[src/rtl/core/rrts_pkg.sv]
`default_nettype none
package rrts_pkg;

	localparam int unsigned ID_W   = 8;
	localparam int unsigned ARR_W  = 12;
	localparam int unsigned BUR_W  = 12;
	localparam int unsigned TQ_W   = 12;
	localparam int unsigned OUT_TW = 17;

	localparam logic [1:0] MODE_CLEAR = 2'd0;
	localparam logic [1:0] MODE_LOAD  = 2'd1;
	localparam logic [1:0] MODE_DISP  = 2'd2;

	localparam logic [1:0] ST_OK      = 2'd0;
	localparam logic [1:0] ST_FULL    = 2'd1;
	localparam logic [1:0] ST_ZERO    = 2'd2;
	localparam logic [1:0] ST_NOTHING = 2'd3;

	typedef enum logic [4:0] {
		S_IDLE,
		S_LD_SRD,
		S_LD_SCHK,
		S_LD_MRD,
		S_LD_MWR,
		S_LD_WNEW,
		S_LD_FRD,
		S_LD_FWR,
		S_AD_RD,
		S_AD_CHK,
		S_DS_EMPTY,
		S_DS_FIND,
		S_DS_NEXT,
		S_DS_POP,
		S_DS_JRD,
		S_DS_RUN,
		S_DS_REQ,
		S_DONE
	} state_t;

endpackage
`default_nettype wire

[src/rtl/core/rrts_ram.sv]
`default_nettype none
module rrts_ram import rrts_pkg::*; #(
	parameter int unsigned WIDTH = 8,
	parameter int unsigned DEPTH = 16
) (
	input  wire                     clk,
	input  wire                     we,
	input  wire [$clog2(DEPTH)-1:0] waddr,
	input  wire [WIDTH-1:0]         wdata,
	input  wire [$clog2(DEPTH)-1:0] raddr,
	output logic [WIDTH-1:0]        rdata
);

	logic [WIDTH-1:0] mem [DEPTH];

	always_ff @(posedge clk) begin
		if (we) begin
			mem[waddr] <= wdata;
		end
		rdata <= mem[raddr];
	end

endmodule
`default_nettype wire

[src/rtl/core/round_robin_time_slice_scheduler.sv]
// clear, unused mode and rejected load go straight to done; a load finds its slot by arrival,
// shifts later entries up and renumbers the queue; a dispatch admits arrivals to an empty queue,
// then runs the head or an idle gap (admission scans read the job table one entry at a time)
// one transaction at a time: s_tready is high only while the sequencer is idle
// reset: counters, flags, time and quantum (4) clear at once; table and queue memories
// hold no reset value and are only read where written
`default_nettype none
module round_robin_time_slice_scheduler import rrts_pkg::*; #(
	parameter int unsigned MAX_JOBS = 16
) (
	input  wire         clk,
	input  wire         arst_n,
	input  wire         cfg_wr_en,
	input  wire [11:0]  cfg_wr_data,  // time_quantum
	input  wire         s_tvalid,
	output logic        s_tready,
	input  wire [31:0]  s_tdata,      // job_id[7:0], arrival[19:8], burst[31:20]
	input  wire [1:0]   s_tuser,      // mode
	output logic        m_tvalid,
	input  wire         m_tready,
	// slice_job[7:0], idle_slice[8], slice_start[25:9], slice_end[42:26],
	// job_finished[43], turnaround[60:44], waiting[77:61], response[94:78], all_done[95]
	output logic [95:0] m_tdata,
	output logic [1:0]  m_tuser       // status
);

	localparam int unsigned IW = $clog2(MAX_JOBS);
	localparam int unsigned CW = $clog2(MAX_JOBS + 1);
	localparam int unsigned TW = ARR_W + $clog2(MAX_JOBS + 1);
	localparam int unsigned SW = IW + 2;
	// job record: first_start, remaining, burst, arrival, id from the lowest bit
	localparam int unsigned REM_LO = TW;
	localparam int unsigned BUR_LO = TW + BUR_W;
	localparam int unsigned ARR_LO = TW + 2 * BUR_W;
	localparam int unsigned ID_LO  = ARR_LO + ARR_W;
	localparam int unsigned RW     = ID_LO + ID_W;

	state_t state_q, state_d, ret_q;

	// control state
	logic [TQ_W-1:0]     tq_q;
	logic [TW-1:0]       now_q, t_q;
	logic [IW-1:0]       head_q, ptr_q, pos_q, j_q;
	logic [CW-1:0]       fcnt_q, jcnt_q, fin_q, idx_q;
	logic [MAX_JOBS-1:0] adm_q, st_q;
	logic                ovalid_q, fin_flag_q;

	// latched transaction
	logic [ID_W-1:0]  in_id_q;
	logic [ARR_W-1:0] in_arr_q;
	logic [BUR_W-1:0] in_bur_q;

	// pending result
	logic [1:0]        r_status_q;
	logic [ID_W-1:0]   r_job_q;
	logic              r_idle_q, r_fin_q;
	logic [OUT_TW-1:0] r_start_q, r_end_q, r_ta_q, r_wait_q, r_resp_q;

	// memory ports
	logic          tab_we, fq_we;
	logic [IW-1:0] tab_waddr, tab_raddr, fq_waddr, fq_raddr;
	logic [RW-1:0] tab_wdata, tab_rdata;
	logic [IW-1:0] fq_wdata, fq_rdata;

	rrts_ram #(.WIDTH(RW), .DEPTH(MAX_JOBS)) u_table (
		.clk(clk), .we(tab_we), .waddr(tab_waddr), .wdata(tab_wdata),
		.raddr(tab_raddr), .rdata(tab_rdata)
	);

	rrts_ram #(.WIDTH(IW), .DEPTH(MAX_JOBS)) u_queue (
		.clk(clk), .we(fq_we), .waddr(fq_waddr), .wdata(fq_wdata),
		.raddr(fq_raddr), .rdata(fq_rdata)
	);

	// modular add on queue positions, the sum stays below twice the depth
	function automatic logic [IW-1:0] wrap_add(input logic [IW-1:0] a, input logic [CW-1:0] b);
		logic [SW-1:0] s;
		s = SW'(a) + SW'(b);
		if (s >= SW'(MAX_JOBS)) begin
			s = s - SW'(MAX_JOBS);
		end
		return s[IW-1:0];
	endfunction

	wire             accept  = s_tvalid && s_tready;
	wire             out_ok  = !ovalid_q || m_tready;
	wire [IW-1:0]    idx_i   = idx_q[IW-1:0];
	wire [IW-1:0]    tail    = wrap_add(head_q, fcnt_q);
	wire [ARR_W-1:0] rd_arr  = tab_rdata[ARR_LO +: ARR_W];
	wire [BUR_W-1:0] rd_bur  = tab_rdata[BUR_LO +: BUR_W];
	wire [BUR_W-1:0] rd_rem  = tab_rdata[REM_LO +: BUR_W];
	wire [TW-1:0]    rd_fs   = tab_rdata[TW-1:0];
	wire [ID_W-1:0]  rd_id   = tab_rdata[ID_LO +: ID_W];
	wire [1:0]       s_mode  = s_tuser;
	wire [BUR_W-1:0] s_bur   = s_tdata[31:20];

	// slice arithmetic
	wire [TQ_W-1:0]  q_eff   = (tq_q == '0) ? TQ_W'(1) : tq_q;
	wire [BUR_W-1:0] run     = (rd_rem < q_eff) ? rd_rem : q_eff;
	wire [BUR_W-1:0] new_rem = rd_rem - run;
	wire [TW-1:0]    fs_new  = st_q[j_q] ? rd_fs : now_q;
	wire [TW-1:0]    now_run = now_q + TW'(run);
	wire [TW-1:0]    ta      = now_run - TW'(rd_arr);
	wire [TW-1:0]    wt      = ta - TW'(rd_bur);
	wire [TW-1:0]    resp    = fs_new - TW'(rd_arr);
	wire [TW-1:0]    now_idl = (TW'(rd_arr) > now_q) ? TW'(rd_arr) : now_q;

	// load: entries at and above the slot move up by one
	wire [MAX_JOBS-1:0] low_mask = (MAX_JOBS'(1) << pos_q) - MAX_JOBS'(1);

	assign s_tready = (state_q == S_IDLE);
	assign m_tvalid = ovalid_q;

	// next state
	always_comb begin
		state_d = state_q;
		unique case (state_q)
			S_IDLE: begin
				if (accept) begin
					unique case (s_mode)
						MODE_LOAD: begin
							if (s_bur == '0 || jcnt_q >= CW'(MAX_JOBS)) state_d = S_DONE;
							else state_d = S_LD_SRD;
						end
						MODE_DISP: state_d = (fcnt_q == '0) ? S_AD_RD : S_DS_POP;
						default:   state_d = S_DONE;
					endcase
				end
			end
			S_LD_SRD:   state_d = (idx_q == jcnt_q) ? S_LD_MRD : S_LD_SCHK;
			S_LD_SCHK:  state_d = (rd_arr > in_arr_q) ? S_LD_MRD : S_LD_SRD;
			S_LD_MRD:   state_d = (idx_i == pos_q) ? S_LD_WNEW : S_LD_MWR;
			S_LD_MWR:   state_d = S_LD_MRD;
			S_LD_WNEW:  state_d = S_LD_FRD;
			S_LD_FRD:   state_d = (idx_q == fcnt_q) ? S_DONE : S_LD_FWR;
			S_LD_FWR:   state_d = S_LD_FRD;
			S_AD_RD: begin
				if (idx_q == jcnt_q) state_d = ret_q;
				else if (!adm_q[idx_i]) state_d = S_AD_CHK;
			end
			S_AD_CHK:   state_d = S_AD_RD;
			S_DS_EMPTY: state_d = (fcnt_q != '0) ? S_DS_POP : S_DS_FIND;
			S_DS_FIND: begin
				if (idx_q == jcnt_q) state_d = S_DONE;
				else if (!adm_q[idx_i]) state_d = S_DS_NEXT;
			end
			S_DS_NEXT:  state_d = S_AD_RD;
			S_DS_POP:   state_d = S_DS_JRD;
			S_DS_JRD:   state_d = S_DS_RUN;
			S_DS_RUN:   state_d = S_AD_RD;
			S_DS_REQ:   state_d = S_DONE;
			S_DONE:     if (out_ok) state_d = S_IDLE;
			default:    state_d = S_IDLE;
		endcase
	end

	// memory addressing and writes
	always_comb begin
		tab_we    = 1'b0;
		tab_waddr = idx_i;
		tab_wdata = tab_rdata;
		tab_raddr = idx_i;
		fq_we     = 1'b0;
		fq_waddr  = tail;
		fq_wdata  = idx_i;
		fq_raddr  = ptr_q;
		unique case (state_q)
			S_LD_MRD: tab_raddr = IW'(idx_q - CW'(1));
			S_LD_MWR: tab_we = 1'b1;
			S_LD_WNEW: begin
				tab_we    = 1'b1;
				tab_waddr = pos_q;
				tab_wdata = {in_id_q, in_arr_q, in_bur_q, in_bur_q, TW'(0)};
			end
			S_LD_FWR: begin
				fq_we    = (fq_rdata >= pos_q);
				fq_waddr = ptr_q;
				fq_wdata = fq_rdata + IW'(1);
			end
			S_AD_CHK: fq_we = (TW'(rd_arr) <= t_q) && (fcnt_q < CW'(MAX_JOBS));
			S_DS_POP: fq_raddr = head_q;
			S_DS_JRD: tab_raddr = fq_rdata;
			S_DS_RUN: begin
				tab_we    = 1'b1;
				tab_waddr = j_q;
				tab_wdata = {rd_id, rd_arr, rd_bur, new_rem, fs_new};
			end
			S_DS_REQ: begin
				fq_we    = !fin_flag_q && (fcnt_q < CW'(MAX_JOBS));
				fq_wdata = j_q;
			end
			default: ;
		endcase
	end

	always_ff @(posedge clk or negedge arst_n) begin
		if (!arst_n) begin
			state_q    <= S_IDLE;
			ret_q      <= S_DONE;
			tq_q       <= TQ_W'(4);
			now_q      <= '0;
			t_q        <= '0;
			head_q     <= '0;
			ptr_q      <= '0;
			pos_q      <= '0;
			j_q        <= '0;
			fcnt_q     <= '0;
			jcnt_q     <= '0;
			fin_q      <= '0;
			idx_q      <= '0;
			adm_q      <= '0;
			st_q       <= '0;
			ovalid_q   <= 1'b0;
			fin_flag_q <= 1'b0;
		end else begin
			state_q <= state_d;
			if (cfg_wr_en) tq_q <= cfg_wr_data;
			if (state_q == S_DONE && out_ok) ovalid_q <= 1'b1;
			else if (m_tready) ovalid_q <= 1'b0;
			unique case (state_q)
				S_IDLE: begin
					if (accept) begin
						idx_q <= '0;
						if (s_mode == MODE_CLEAR) begin
							adm_q  <= '0;
							st_q   <= '0;
							head_q <= '0;
							fcnt_q <= '0;
							jcnt_q <= '0;
							fin_q  <= '0;
							now_q  <= '0;
						end
						if (s_mode == MODE_DISP) begin
							t_q   <= now_q;
							ret_q <= S_DS_EMPTY;
						end
					end
				end
				S_LD_SRD: if (idx_q == jcnt_q) pos_q <= idx_i;
				S_LD_SCHK: begin
					if (rd_arr > in_arr_q) begin
						pos_q <= idx_i;
						idx_q <= jcnt_q;
					end else begin
						idx_q <= idx_q + CW'(1);
					end
				end
				S_LD_MWR: idx_q <= idx_q - CW'(1);
				S_LD_WNEW: begin
					adm_q  <= (adm_q & low_mask) | ((adm_q & ~low_mask) << 1);
					st_q   <= (st_q & low_mask) | ((st_q & ~low_mask) << 1);
					jcnt_q <= jcnt_q + CW'(1);
					idx_q  <= '0;
					ptr_q  <= head_q;
				end
				S_LD_FWR: begin
					idx_q <= idx_q + CW'(1);
					ptr_q <= wrap_add(ptr_q, CW'(1));
				end
				S_AD_RD: if (idx_q != jcnt_q && adm_q[idx_i]) idx_q <= idx_q + CW'(1);
				S_AD_CHK: begin
					if (TW'(rd_arr) <= t_q) begin
						adm_q[idx_i] <= 1'b1;
						if (fcnt_q < CW'(MAX_JOBS)) fcnt_q <= fcnt_q + CW'(1);
					end
					idx_q <= idx_q + CW'(1);
				end
				S_DS_EMPTY: idx_q <= '0;
				S_DS_FIND: if (idx_q != jcnt_q && adm_q[idx_i]) idx_q <= idx_q + CW'(1);
				S_DS_NEXT: begin
					now_q <= now_idl;
					t_q   <= now_idl;
					idx_q <= '0;
					ret_q <= S_DONE;
				end
				S_DS_POP: begin
					head_q <= wrap_add(head_q, CW'(1));
					fcnt_q <= fcnt_q - CW'(1);
				end
				S_DS_JRD: j_q <= fq_rdata;
				S_DS_RUN: begin
					st_q[j_q]  <= 1'b1;
					now_q      <= now_run;
					t_q        <= now_run;
					fin_flag_q <= (new_rem == '0);
					idx_q      <= '0;
					ret_q      <= S_DS_REQ;
				end
				S_DS_REQ: begin
					if (fin_flag_q) fin_q <= fin_q + CW'(1);
					else if (fcnt_q < CW'(MAX_JOBS)) fcnt_q <= fcnt_q + CW'(1);
				end
				default: ;
			endcase
		end
	end

	// transaction fields and result payload
	always_ff @(posedge clk) begin
		unique case (state_q)
			S_IDLE: begin
				if (accept) begin
					in_id_q    <= s_tdata[7:0];
					in_arr_q   <= s_tdata[19:8];
					in_bur_q   <= s_bur;
					r_job_q    <= '0;
					r_idle_q   <= 1'b0;
					r_fin_q    <= 1'b0;
					r_start_q  <= '0;
					r_end_q    <= '0;
					r_ta_q     <= '0;
					r_wait_q   <= '0;
					r_resp_q   <= '0;
					r_status_q <= ST_OK;
					if (s_mode == MODE_LOAD) begin
						if (s_bur == '0) r_status_q <= ST_ZERO;
						else if (jcnt_q >= CW'(MAX_JOBS)) r_status_q <= ST_FULL;
					end
				end
			end
			S_DS_FIND: if (idx_q == jcnt_q) r_status_q <= ST_NOTHING;
			S_DS_NEXT: begin
				r_idle_q  <= 1'b1;
				r_start_q <= OUT_TW'(now_q);
				r_end_q   <= OUT_TW'(now_idl);
			end
			S_DS_RUN: begin
				r_job_q   <= rd_id;
				r_start_q <= OUT_TW'(now_q);
				r_end_q   <= OUT_TW'(now_run);
				if (new_rem == '0) begin
					r_fin_q  <= 1'b1;
					r_ta_q   <= OUT_TW'(ta);
					r_wait_q <= OUT_TW'(wt);
					r_resp_q <= OUT_TW'(resp);
				end
			end
			S_DONE: begin
				if (out_ok) begin
					m_tuser <= r_status_q;
					m_tdata <= {(fin_q == jcnt_q), r_resp_q, r_wait_q, r_ta_q, r_fin_q,
					            r_end_q, r_start_q, r_idle_q, r_job_q};
				end
			end
			default: ;
		endcase
	end

	// the queue never holds more jobs than the table
	a_fifo_bound: assert property (@(posedge clk) disable iff (!arst_n)
		fcnt_q <= jcnt_q) else $error("queue count above job count");

	a_fin_bound: assert property (@(posedge clk) disable iff (!arst_n)
		fin_q <= jcnt_q) else $error("finished count above job count");

	// a result is only presented once the sequencer has returned through done
	a_out_from_done: assert property (@(posedge clk) disable iff (!arst_n)
		$rose(m_tvalid) |-> $past(state_q) == S_DONE) else $error("result without done");

	// the sequencer only leaves idle on an accepted transaction
	a_leave_idle: assert property (@(posedge clk) disable iff (!arst_n)
		(state_q == S_IDLE && !s_tvalid) |=> state_q == S_IDLE) else $error("spurious start");

endmodule
`default_nettype wire
[config.mk]
export PLATFORM = sky130hd
export DESIGN_NAME = round_robin_time_slice_scheduler
export DESIGN_NICKNAME = d
export VERILOG_FILES = /design/src/rtl/core/rrts_pkg.sv /design/src/rtl/core/rrts_ram.sv /design/src/rtl/core/round_robin_time_slice_scheduler.sv
export SDC_FILE = /design/constraint.sdc
export NUM_CORES = 2
export LEC_CHECK = 0
export BUFFER_PORTS_ARGS = -buffer_cell sky130_fd_sc_hd__buf_2
export CAP_MARGIN = 20
export CORE_ASPECT_RATIO = 1.4
export CORE_MARGIN = 2
export CORE_UTILIZATION = 50
export CTS_CLUSTER_SIZE = 10
export DETAILED_ROUTE_END_ITERATION = 7
export GPL_TIMING_DRIVEN = 1
export PLACE_DENSITY = 0.66
export SLEW_MARGIN = 30
export SYNTH_ARGS = -nofsm -noshare
export SYNTH_HDL_FRONTEND = slang
export SYNTH_SLANG_ARGS = --single-unit
[constraint.sdc]
create_clock -name clk -period 9 [get_ports clk]
set_input_delay 2.7 -clock clk [delete_from_list [all_inputs] [get_ports clk]]
set_output_delay 2.7 -clock clk [all_outputs]
set_load 0.01 [all_outputs]
==> reports/qor.csv <==
metric,value,unit
via count,35200,
critical path class,flop to flop,
Tcrit/Tclk final,78.7,%
nets@finish,4251,
core area,122000,um2
die area,126000,um2
synthesized area per cell,16.0,um2
maximum clock rate,141,MHz
clk_lat worst skew,0.81,ns
share of layout cells above drive strength 1,18.9,%
Post-synth EDFFs,1267,
startpoint types,flop,
worst hold-check path type,flop to flop,
clock skew,0.0367,ns
initial DRC count,3334,
DRC viols,0,
CP arrival,7.61,ns
Synth area leaders,"edfxtp_1 62%, mux4_2 9.9%, dfrtp_1 4.9%",
area delta synth->final,13.0,%
DR vias/cell,6.06,
row count,152,
vias in the first global route,35700,
# Post-CTS Setup Buffers,0,
Die X,300,um
Synth area leader,edfxtp_1,
initial antenna violation count,1,
HPWL after detailed placement,98.5,mm
Slew headroom,33.9,%
Adder-Cell Fraction of Synth Area,2.92,%
setup_tns,0,ns
DRT Wirelength,160,mm
Synth Area in Simple Gates,6.35,%
Syn Nets,4023,
Cells after DPL,5507,
Hold Crit Start,r_resp_q[1]$_SDFFCE_PN0P_,
DR WL/cell,27.6,um
CTS root buf,clkbuf_16,
Critical Path RT,9.53,ns
outcome,completed,
"FFs w/ async S/R, synth",8.52,%
number of standard cells in the final layout excluding fillers,5808,
CTS buffer count,166,
Post-Synthesis Cell Area,61300,um2
mux share of post-synthesis cell area,10.8,%
GR Util All Layers,25.7,%
max_cap viols,0,
largest net degree at the start of global routing,123,
critical path buffer and inverter count,0,
"slowest stage delay, CP",0.64,ns
CP max stage cell,a2111o_1,
"Remaining Overflow, GRT",0,
most frequent cell after synthesis,edfxtp_1,
launch point of the critical path,tq_q[9]$_DFFE_PN0P_,
share of the synthesized area in the top cell type,62.0,%
synthesized flop and latch total,1456,
utilization after layout,56.8,%
Pins Over Slew Limit,0,
CP Capture Type,flop,
Synth Warn #,0,
"Top FF cell, synth",edfxtp_1,
register area share after synthesis,69.2,%
first-pass GRT wire length,235,mm
Crit path max-delay family,compound AO/OA/AOI/OAI gates,
RSZ-0062 raised after global routing,false,
Synth Area in Compound Gates,6.90,%
final setup vio count,0,
post-cts hold buffer count,0,
First-pass DRT Iterations,6,
Pleak,24.2,nW
Worst R2R Start,tq_q[9]$_DFFE_PN0P_,
initial core utilization,50.2,%
final hold viol count,0,
synth unique cells,87,
clk buf depth,3,
CTS H-tree depth,4,
Clock transition at path regs,0.06,ns
CTS-repair resized insts,0,
crit path max fanout,14,
Routability Congestion,0.958,
"top cells by count, synth","1267 x edfxtp_1, 365 x nand2_1, 270 x mux4_2",
Post-DRT Antenna Nets,0,
CTS sink count,1456,
pwr dens,379,nW/um2
main combinational cell family by area after synthesis,multiplexers,
Period minus WS final,7.08,ns
CTS tree,yes,
XOR/XNOR share of the synthesized area,1.53,%
Peak VDD IR,0.000432,V
actual slew at the worst max-slew pin,0.991,ns
io pins,151,
Gate Count Post-Synth,3833,
# port buffers,150,
DIE HEIGHT,418,um
metrics by stage:
| stage | hold WS [ns] | instance area, um2 | power, mW | setup slack (ns) |
|---|---|---|---|---|
| floorplan | 0.400 | 61300 | 17.1 | 2.80 |
| global placement | 0.401 | 64100 | 19.9 | 2.03 |
| detailed placement | 0.405 | 64200 | 20.1 | 2.00 |
| CTS | 0.408 | 69200 | 26.3 | 1.94 |
| global route | 0.411 | 69300 | 27.6 | 1.52 |
| finish | 0.406 | 69300 | 26.3 | 1.92 |
final cells by class:
cell class	count	area, um2
sequential	1456	42500
inverter	119	449
fill	9438	52800
clock inverter	19	412
timing repair buffer	251	1590
clock buffer	278	4650
tap	1617	2020
antenna	1	2.50
multi-input combinational	2067	17700
worst paths after layout:
kind / end / slack [ns] / depth (start not counted)
setup / recovery: r_wait_q[15]$_SDFFCE_PN0P_ / 1.92 / 26
setup reg to reg: r_wait_q[15]$_SDFFCE_PN0P_ / 1.92 / 26
hold reg to reg: m_tdata[79]$_DFFE_PP_ / 0.41 / 0
hold / removal: m_tdata[79]$_DFFE_PP_ / 0.41 / 0
min in group asynchronous: t_q[10]$_DFFE_PN0P_ / 1.93 / 1
max in group asynchronous: st_q[14]$_DFFE_PN0P_ / 5.40 / 3
registers in the layout (all words and copies together), names as in the netlist, 12 cells and up:
register	count
in_bur_q	12
u_table.mem	976
r_ta_q	17
now_q	17
r_resp_q	17
r_end_q	17
tq_q	12
adm_q	16
r_start_q	17
t_q	17
m_tdata	96
u_table.rdata	61
st_q	16
in_arr_q	12
u_queue.mem	64
r_wait_q	17
per-layer routing:
layer / global-route usage [%] / share of wire, %
met1: 33.3 / 39
met2: 42.1 / 49
met3: 3.92 / 6.4
met4: 13.4 / 5.4
met5: 0 / 0
cell usage in the layout, fill, tap and decap left out, types with 92 or more instances in the layout:
master / netlist / final
and2_1: 93 / 93
clkbuf_1: 103 / 106
dfrtp_1: 121 / 121
inv_1: 114 / 113
edfxtp_1: 1267 / 1267
nand2_1: 365 / 364
mux4_2: 270 / 270
nor2_1: 167 / 150
a21oi_1: 123 / 122
o21ai_0: 119 / 117
clkbuf_16: 0 / 167
ha_1: 132 / 132
buf_2: 45 / 152
buf_4: 22 / 92
cell families after synthesis:
| family | Yosys count |
|---|---|
| buffers and inverters | 310 |
| xor gates and xnor gates | 106 |
| DFF | 1456 |
| and+or+nand+nor | 844 |
| adders and majority gates | 139 |
| AOI/OAI and AO/OA | 657 |
| muxes | 321 |
power by group:
group,internal [mW],total (mW),switching (mW),leakage [nW]
clock,3.57,6.25,2.68,2.39
combinational,4.29,10.5,6.24,8.17
sequential,8.87,9.49,0.619,13.6
Note: power is estimated with default switching activity, not from simulation.
